### config.mk
export PLATFORM = sky130hd
export DESIGN_NAME = sample_delta_frame_packer
export DESIGN_NICKNAME = d
export VERILOG_FILES = /design/src/rtl/core/sdfp_pkg.sv /design/src/rtl/core/sdfp_delta_ram.sv /design/src/rtl/core/sdfp_framer.sv /design/src/rtl/core/sample_delta_frame_packer.sv
export SDC_FILE = /design/constraint.sdc
export NUM_CORES = 1
export LEC_CHECK = 0
export BUFFER_PORTS_ARGS = -buffer_cell sky130_fd_sc_hd__buf_2
export CORE_ASPECT_RATIO = 0.5
export CORE_MARGIN = 8
export CORE_UTILIZATION = 63
export DETAILED_ROUTE_END_ITERATION = 6
export PLACE_DENSITY_LB_ADDON = 0.25
export SLEW_MARGIN = 20
export SYNTH_ARGS = -nofsm -noshare
export SYNTH_HDL_FRONTEND = slang
export SYNTH_SLANG_ARGS = --single-unit
### constraint.sdc
create_clock -name aclk -period 14 [get_ports aclk]
set_clock_uncertainty 0.15 [all_clocks]
set_input_delay 0.7 -clock aclk [delete_from_list [all_inputs] [get_ports aclk]]
set_output_delay 0.7 -clock aclk [all_outputs]
set_load 0.02 [all_outputs]
### src/rtl/core/sdfp_pkg.sv
// shared constants and types of the sample delta frame packer
`default_nettype none

package sdfp_pkg;

    localparam int DELTA_LIMIT  = 32;
    localparam int STORE_DEPTH  = 32;
    localparam int STORE_AW     = 5;
    localparam int CNT_W        = 6;
    localparam int SAMPLE_W     = 24;
    localparam int DELTA_W      = 16;
    localparam int SEQ_W        = 8;
    localparam int OP_W         = 2;

    // frame capacity, bounded by the delta store
    localparam int CAPACITY_I   = (DELTA_LIMIT > STORE_DEPTH) ? STORE_DEPTH : DELTA_LIMIT;
    localparam logic [CNT_W-1:0] CAPACITY = CNT_W'(CAPACITY_I);

    // operation codes
    localparam logic [OP_W-1:0] OP_SAMPLE = 2'd0;
    localparam logic [OP_W-1:0] OP_FLUSH  = 2'd1;
    localparam logic [OP_W-1:0] OP_RESET  = 2'd2;

    typedef struct packed {
        logic                en;
        logic [STORE_AW-1:0] addr;
        logic [DELTA_W-1:0]  data;
    } sdfp_ram_wr_t;

    typedef struct packed {
        logic                en;
        logic [STORE_AW-1:0] addr;
    } sdfp_ram_rd_t;

    typedef struct packed {
        logic [SEQ_W-1:0]         seq;
        logic [SAMPLE_W-1:0]      first_sample;
        logic [SAMPLE_W-1:0]      frame_rate;
        logic [CNT_W-1:0]         delta_count;
        logic [STORE_AW-1:0]      delta_index;
        logic signed [DELTA_W-1:0] delta_value;
        logic                     delta_valid;
        logic                     last;
    } sdfp_item_t;

endpackage

`default_nettype wire

### src/rtl/core/sdfp_delta_ram.sv
// delta store: one write port, one registered read port
`default_nettype none

module sdfp_delta_ram (
    input  wire logic                          aclk,
    input  wire sdfp_pkg::sdfp_ram_wr_t        wr,
    input  wire sdfp_pkg::sdfp_ram_rd_t        rd,
    output logic [sdfp_pkg::DELTA_W-1:0]       rd_data
);

    logic [sdfp_pkg::DELTA_W-1:0] mem [sdfp_pkg::STORE_DEPTH];

    always_ff @(posedge aclk) begin
        if (wr.en) begin
            mem[wr.addr] <= wr.data;
        end
    end

    always_ff @(posedge aclk) begin
        if (rd.en) begin
            rd_data <= mem[rd.addr];
        end
    end

endmodule

`default_nettype wire

### src/rtl/core/sdfp_framer.sv
// frame state, delta append and frame readout sequencer with output register
`default_nettype none

module sdfp_framer (
    input  wire logic                              aclk,
    input  wire logic                              aresetn,
    input  wire logic                              in_valid,
    output logic                                   in_ready,
    input  wire logic [sdfp_pkg::OP_W-1:0]         in_op,
    input  wire logic [sdfp_pkg::SAMPLE_W-1:0]     in_sample,
    input  wire logic [sdfp_pkg::SAMPLE_W-1:0]     in_rate,
    output logic                                   out_valid,
    input  wire logic                              out_ready,
    output sdfp_pkg::sdfp_item_t                   out_item,
    output sdfp_pkg::sdfp_ram_wr_t                 ram_wr,
    output sdfp_pkg::sdfp_ram_rd_t                 ram_rd,
    input  wire logic [sdfp_pkg::DELTA_W-1:0]      ram_rd_data
);

    localparam logic ST_IDLE = 1'b0;
    localparam logic ST_EMIT = 1'b1;

    logic                            state_reg, state_next;
    logic                            open_reg, open_next;
    logic [sdfp_pkg::SAMPLE_W-1:0]   prev_reg, prev_next;
    logic [sdfp_pkg::SAMPLE_W-1:0]   head_reg, head_next;
    logic [sdfp_pkg::SAMPLE_W-1:0]   rate_reg, rate_next;
    logic [sdfp_pkg::CNT_W-1:0]      fill_reg, fill_next;
    logic [sdfp_pkg::SEQ_W-1:0]      seq_reg, seq_next;

    // snapshot of the frame being read out
    logic [sdfp_pkg::SEQ_W-1:0]      snap_seq_reg, snap_seq_next;
    logic [sdfp_pkg::SAMPLE_W-1:0]   snap_head_reg, snap_head_next;
    logic [sdfp_pkg::SAMPLE_W-1:0]   snap_rate_reg, snap_rate_next;
    logic [sdfp_pkg::CNT_W-1:0]      snap_n_reg, snap_n_next;
    logic [sdfp_pkg::CNT_W-1:0]      rd_cnt_reg, rd_cnt_next;
    logic [sdfp_pkg::STORE_AW-1:0]   ld_idx_reg, ld_idx_next;
    logic                            rd_pend_reg, rd_pend_next;

    logic                            out_valid_reg, out_valid_next;
    sdfp_pkg::sdfp_item_t            out_item_reg, out_item_next;

    logic                            accept;
    logic [sdfp_pkg::SAMPLE_W:0]     diff;
    logic                            in_range;
    logic                            full;
    logic                            out_free;
    logic                            load;
    logic                            load_last;
    logic                            empty_load;
    logic                            issue;

    assign in_ready  = (state_reg == ST_IDLE);
    assign accept    = in_valid && in_ready;
    assign diff      = {1'b0, in_sample} - {1'b0, prev_reg};
    assign in_range  = (diff[sdfp_pkg::SAMPLE_W:sdfp_pkg::DELTA_W-1]
                        == {(sdfp_pkg::SAMPLE_W-sdfp_pkg::DELTA_W+2){diff[sdfp_pkg::DELTA_W-1]}});
    assign full      = (fill_reg >= sdfp_pkg::CAPACITY);

    assign out_free   = !out_valid_reg || out_ready;
    assign empty_load = (state_reg == ST_EMIT) && (snap_n_reg == '0) && out_free;
    assign load       = (state_reg == ST_EMIT) && (snap_n_reg != '0) && rd_pend_reg && out_free;
    assign load_last  = load
                        && ((sdfp_pkg::CNT_W'(ld_idx_reg) + sdfp_pkg::CNT_W'(1)) == snap_n_reg);
    assign issue      = (state_reg == ST_EMIT) && (rd_cnt_reg < snap_n_reg)
                        && (!rd_pend_reg || load);

    assign ram_rd.en   = issue;
    assign ram_rd.addr = rd_cnt_reg[sdfp_pkg::STORE_AW-1:0];

    assign out_valid = out_valid_reg;
    assign out_item  = out_item_reg;

    always_comb begin
        state_next     = state_reg;
        open_next      = open_reg;
        prev_next      = prev_reg;
        head_next      = head_reg;
        rate_next      = rate_reg;
        fill_next      = fill_reg;
        seq_next       = seq_reg;
        snap_seq_next  = snap_seq_reg;
        snap_head_next = snap_head_reg;
        snap_rate_next = snap_rate_reg;
        snap_n_next    = snap_n_reg;
        rd_cnt_next    = rd_cnt_reg;
        ld_idx_next    = ld_idx_reg;
        rd_pend_next   = rd_pend_reg;
        ram_wr.en      = 1'b0;
        ram_wr.addr    = fill_reg[sdfp_pkg::STORE_AW-1:0];
        ram_wr.data    = diff[sdfp_pkg::DELTA_W-1:0];

        if (accept) begin
            // snapshot used whenever this word closes a frame
            snap_seq_next  = seq_reg;
            snap_head_next = head_reg;
            snap_rate_next = rate_reg;
            snap_n_next    = fill_reg;
            rd_cnt_next    = '0;
            rd_pend_next   = 1'b0;
            unique case (in_op)
                sdfp_pkg::OP_RESET: begin
                    open_next = 1'b0;
                    prev_next = '0;
                    head_next = '0;
                    rate_next = '0;
                    fill_next = '0;
                    seq_next  = '0;
                end
                sdfp_pkg::OP_FLUSH: begin
                    if (open_reg) begin
                        state_next = ST_EMIT;
                        seq_next   = seq_reg + 1'b1;
                    end
                    open_next = 1'b0;
                    prev_next = '0;
                    head_next = '0;
                    rate_next = '0;
                    fill_next = '0;
                end
                sdfp_pkg::OP_SAMPLE: begin
                    if (!open_reg || !in_range || full) begin
                        if (open_reg) begin
                            state_next = ST_EMIT;
                            seq_next   = seq_reg + 1'b1;
                        end
                        open_next = 1'b1;
                        prev_next = in_sample;
                        head_next = in_sample;
                        rate_next = in_rate;
                        fill_next = '0;
                    end else begin
                        ram_wr.en = 1'b1;
                        fill_next = fill_reg + 1'b1;
                        prev_next = in_sample;
                        rate_next = in_rate;
                    end
                end
                default: begin
                end
            endcase
        end

        if (issue) begin
            rd_cnt_next  = rd_cnt_reg + 1'b1;
            ld_idx_next  = rd_cnt_reg[sdfp_pkg::STORE_AW-1:0];
            rd_pend_next = 1'b1;
        end else if (load) begin
            rd_pend_next = 1'b0;
        end

        if (empty_load || load_last) begin
            state_next = ST_IDLE;
        end
    end

    always_comb begin
        out_valid_next = out_valid_reg;
        out_item_next  = out_item_reg;
        if (empty_load || load) begin
            out_valid_next             = 1'b1;
            out_item_next.seq          = snap_seq_reg;
            out_item_next.first_sample = snap_head_reg;
            out_item_next.frame_rate   = snap_rate_reg;
            out_item_next.delta_count  = snap_n_reg;
            out_item_next.delta_index  = load ? ld_idx_reg : '0;
            out_item_next.delta_value  = load ? $signed(ram_rd_data) : '0;
            out_item_next.delta_valid  = load;
            out_item_next.last         = empty_load || load_last;
        end else if (out_ready) begin
            out_valid_next = 1'b0;
        end
    end

    always_ff @(posedge aclk) begin
        if (!aresetn) begin
            state_reg     <= ST_IDLE;
            open_reg      <= 1'b0;
            prev_reg      <= '0;
            head_reg      <= '0;
            rate_reg      <= '0;
            fill_reg      <= '0;
            seq_reg       <= '0;
            rd_pend_reg   <= 1'b0;
            out_valid_reg <= 1'b0;
        end else begin
            state_reg     <= state_next;
            open_reg      <= open_next;
            prev_reg      <= prev_next;
            head_reg      <= head_next;
            rate_reg      <= rate_next;
            fill_reg      <= fill_next;
            seq_reg       <= seq_next;
            rd_pend_reg   <= rd_pend_next;
            out_valid_reg <= out_valid_next;
        end
    end

    always_ff @(posedge aclk) begin
        snap_seq_reg  <= snap_seq_next;
        snap_head_reg <= snap_head_next;
        snap_rate_reg <= snap_rate_next;
        snap_n_reg    <= snap_n_next;
        rd_cnt_reg    <= rd_cnt_next;
        ld_idx_reg    <= ld_idx_next;
        out_item_reg  <= out_item_next;
    end

endmodule

`default_nettype wire

### src/rtl/core/sample_delta_frame_packer.sv
// top level of the sample delta frame packer
// usage:
//   s_ channel takes one word per command: s_tuser carries the operation
//   (sample, flush, reset of frame and sequence), s_tdata the sample and rate
//   m_ channel gives one word per delta of an emitted frame, or a single
//   word with m_tuser low for a frame without deltas; m_tlast marks the
//   final word of each frame
// timing:
//   a word that only appends a delta or opens a frame keeps s_tready high
//   a word that closes a frame holds s_tready low while the frame is read
//   from the delta store; each result passes the store read register and
//   the output register (a frame without deltas only the output register);
//   results follow at one per cycle while m_ is not stalled, set by the
//   single read port of the delta store
// reset:
//   aresetn clears the frame and sequence state; the delta store is not
//   cleared, entries are always written before they are read
// back pressure:
//   a stalled m_ side holds the output register and pauses the store
//   readout; s_tready stays high between frames even while a result waits
`default_nettype none

module sample_delta_frame_packer (
    input  wire logic        aclk,
    input  wire logic        aresetn,
    input  wire logic        s_tvalid,
    output logic             s_tready,
    input  wire logic [47:0] s_tdata,   // sample [23:0], rate [47:24]
    input  wire logic [1:0]  s_tuser,   // operation [1:0]
    output logic             m_tvalid,
    input  wire logic        m_tready,
    output logic [87:0]      m_tdata,   // sequence_res [7:0], first_sample [31:8],
                                        // frame_rate [55:32], delta_count [61:56],
                                        // delta_index [66:62], delta_value [82:67],
                                        // zero [87:83]
    output logic [0:0]       m_tuser,   // delta_valid [0]
    output logic             m_tlast
);

    sdfp_pkg::sdfp_ram_wr_t          ram_wr;
    sdfp_pkg::sdfp_ram_rd_t          ram_rd;
    logic [sdfp_pkg::DELTA_W-1:0]    ram_rd_data;
    sdfp_pkg::sdfp_item_t            item;

    // frame control and readout sequencer
    sdfp_framer u_framer (
        .aclk        (aclk),
        .aresetn     (aresetn),
        .in_valid    (s_tvalid),
        .in_ready    (s_tready),
        .in_op       (s_tuser),
        .in_sample   (s_tdata[23:0]),
        .in_rate     (s_tdata[47:24]),
        .out_valid   (m_tvalid),
        .out_ready   (m_tready),
        .out_item    (item),
        .ram_wr      (ram_wr),
        .ram_rd      (ram_rd),
        .ram_rd_data (ram_rd_data)
    );

    // delta store, written on append and read during frame readout
    sdfp_delta_ram u_ram (
        .aclk    (aclk),
        .wr      (ram_wr),
        .rd      (ram_rd),
        .rd_data (ram_rd_data)
    );

    // pack result fields from the lowest bit up
    assign m_tdata = {5'b0,
                      item.delta_value,
                      item.delta_index,
                      item.delta_count,
                      item.frame_rate,
                      item.first_sample,
                      item.seq};
    assign m_tuser = item.delta_valid;
    assign m_tlast = item.last;

endmodule

`default_nettype wire

==> reports/results.ini <==
[status]
outcome=finished, final reports clean

[synthesis]
synth_top_area_share_pct=68.7
yosysUniqueCellTypes=68
ys_seq_area_share_pct=74.7
synth-warning-count=0
synthCells=1553
synth-main-ff-cell=edfxtp_1
synth-edff-count=686
synth_top_cell_by_area=edfxtp_1
synth_area_leaders=edfxtp_1 (69%), mux4_2 (12%), dfxtp_1 (6.0%), ha_1 (1.5%), a22o_1 (1.4%)
synth_area_sq_um=30000
synth_area_per_cell_sq_um=19.3
synth-async-reset-ratio_pct=0
yosys_register_bits=776

[floorplanning]
io_pins=146
rows=56
die_w_um=325
dieArea_sq_um=55300
start_util_pct=63.9
core_sq_um=46900
fp.dieH_um=170

[sta]
final_max_slew_viol_count=0
fin_crit_sh_pct=34.2
final.setup.tns_ps=0
setup_violations=0
tightestPinTransition_ps=1060
relSlewSlack_pct=29.5
holdWs_ps=140
rsz0062_at_grt=false
fmax_mhz=209
period_minus_slack_ps=4780
hold_viol_final=0

[drt]
topRoutingLayerUsed=met4
vias_per_cell=6.45
dr_wl_met2_um=32100
drt-met1-wl_um=25700
wl_met3_um=6550
drtAntennaViolNets=0
vias=15700
drc=0
drt_first_pass_iters=7
detail_route.wl_per_cell_um=27.1
wirelength_um=65700
drt_iter0_drc=1993

[worst_setup_path]
cpPeakStageDelay_ps=580
crit_path_max_fanout=11
cp_common_cell=nor2_1
cp_data_required_time_ps=14160
end_kind=flop
critPathLaunchType=flop
crit_chain=ha_1 > inv_1 > fa_2 > a21o_1 > a221o_1 > a21oi_4 > a31oi_2 > mux2_4 > a32o_1 > a211o_1 > nor2_1 > nand2_1 > nor2_1 > buf_4
worstPathArrival_ps=4940
worst-path-buf-inv=2
criticalPathCategory=reg2reg
cp_slowest_cell=nor2_1
critical-path-top-delay-family=compound AO/OA/AOI/OAI gates

[finish]
fin_nets=1827
multi_input_area_sq_um=7270
regArea_sq_um=22400
drive_gt1_share_pct=28.2
area_delta_synth_final_pct=12.7
fillers=2736
largest_reg_flops=512

[power_and_ir_drop]
intPower_w=0.00365
power_density_nw_per_um2=138
ir_worst_vdd_mv=0.113
p_seq_share_pct=55.8
power_leakage_nw=11.2
power_switching_share_pct=21.5
p_comb_share_pct=6.2
pwr-share-clk_pct=38.0
switchingPower_w=0.000999

[grt]
track_usage_pct=23.3
grt_pass1_wl_um=98100
antenna_found_initial=1
first_global_vias=16000
grt_max_degree=73
overflow=0

[hold_path]
hold_class=in2reg

[place]
io_buffers=140
dp_hpwl_um=39000
gp_congestion=0.868

[clock_network]
cts_buffer_depth=3
clk_pin_slew_ps=70
postCtsHoldBufs=0
htree_levels=2
clock-sinks=776
cts_made_buffers=61
ctsResizeCount=0
post_cts.repair.setup_buffers=0
cts_tree=yes
cts_root_buf=clkbuf_16
clk_latency_ps=620

[flow_run]
drv_cap=0

-- kinds of logic after synthesis --
family	count (synthesis)	synth area share, %
AOI/OAI and AO/OA	192	4.94
xor gates and xnor gates	31	0.905
adders and majority gates	37	1.57
buffers and inverters	124	1.65
DFF	776	74.7
muxes	177	12.7
other	1	0.0125
and+or+nand+nor	215	3.56
-- final cells by class --
type	instances	area share, %
clock inverters	39	1.05
well taps	638	2.36
multi-input cells	657	21.5
repair buffers	191	3.25
inverters	49	0.544
clock buffers	76	5.00
diodes	2	0.0148
flip-flops and latches	776	66.3
-- layout by cell type (no fill, tap or decap), drive strengths merged, types with 7 or more instances in the layout --
master and instances:
xor2 15, and2 25, clkinv 28, nand2 50, o21ai 17, mux2 17, o211ai 7, nor3 10
mux4 160, buf 191, inv 51, ha 36, a32o 25, nand3 15, clkbuf 76, nor2 64
a22o 48, a21oi 45, nand4 8, edfxtp 686, nand2b 10, xnor2 16, dfxtp 90
-- power groups by stage --
stage | clock [W] | combinational, W | sequential [W]
4_1_cts | 0.00179 | 0.000285 | 0.00259
3_5_place_dp | 0 | 0.000282 | 0.00265
2_1_floorplan | 0 | 0.000177 | 0.00264
6_report | 0.00177 | 0.000288 | 0.00259
3_3_place_gp | 0 | 0.000266 | 0.00264
5_1_grt | 0.00187 | 0.000307 | 0.00260
-- worst paths after layout --
path                           end                       from  slack (ps)  depth (start not counted)
max                u_ram.mem[0][1]       u_framer.prev_reg[0]        9220                         14
min          u_framer.rate_reg[21]                s_tdata[45]         140                          2
max reg2reg        u_ram.mem[0][1]       u_framer.prev_reg[0]        9220                         14
min reg2reg  u_framer.out_item[62]  u_framer.snap_head_reg[9]         270                          0
-- Yosys cell counts (5+ instances only) --
| master | number |
|---|---|
| ha_1 | 36 |
| buf_1 | 15 |
| a32o_1 | 25 |
| edfxtp_1 | 686 |
| nand2_1 | 50 |
| o21ai_0 | 14 |
| a21o_1 | 6 |
| nor2_1 | 64 |
| nand2b_1 | 10 |
| nand3_1 | 15 |
| and3_1 | 6 |
| nor3_1 | 8 |
| or3_1 | 6 |
| o22ai_1 | 6 |
| o31ai_1 | 6 |
| dfxtp_1 | 90 |
| o211ai_1 | 7 |
| buf_4 | 5 |
| xnor2_1 | 16 |
| mux2_2 | 16 |
| clkbuf_1 | 51 |
| a21oi_1 | 41 |
| xor2_1 | 15 |
| a31oi_1 | 5 |
| a211oi_1 | 5 |
| nand4_1 | 7 |
| inv_1 | 49 |
| a22o_1 | 48 |
| and2_1 | 25 |
| mux4_2 | 160 |
-- worst register-to-register path, stage by stage, from the launching register on --
cell     delay (ps)
dfxtp_1         330
ha_1            200
inv_1            70
fa_2            370
a21o_1          180
a221o_1         410
a21oi_4         270
a31oi_2         150
mux2_4          340
a32o_1          220
a211o_1         300
nor2_1          280
nand2_1         290
nor2_1          580
buf_4           330
-- stage by stage --
| stage | instances | setup WS (ps) | utilization [%] | power, W | area (sq um) |
|---|---|---|---|---|---|
| 5_1_grt | 2427 | 8920 | 72.0 | 0.00478 | 33800 |
| 4_1_cts | 2424 | 8800 | 71.9 | 0.00467 | 33800 |
| 6_report | 2428 | 9220 | 72.0 | 0.00465 | 33800 |
| 3_5_place_dp | 2309 | 8290 | 67.5 | 0.00293 | 31700 |
| 3_3_place_gp | 2309 | 8580 | 67.5 | 0.00291 | 31700 |
| 2_1_floorplan | 1557 | 8200 | - | 0.00282 | 30000 |
-- metal layers --
layer  global-route usage (%)  vias to the layer above
met4                     5.49                        0
met2                     38.9                      859
met1                     31.9                     8069
met3                     5.18                      101
met5                        0                        -
li1                         -                     6632
Note: power is estimated with default switching activity, not from simulation.
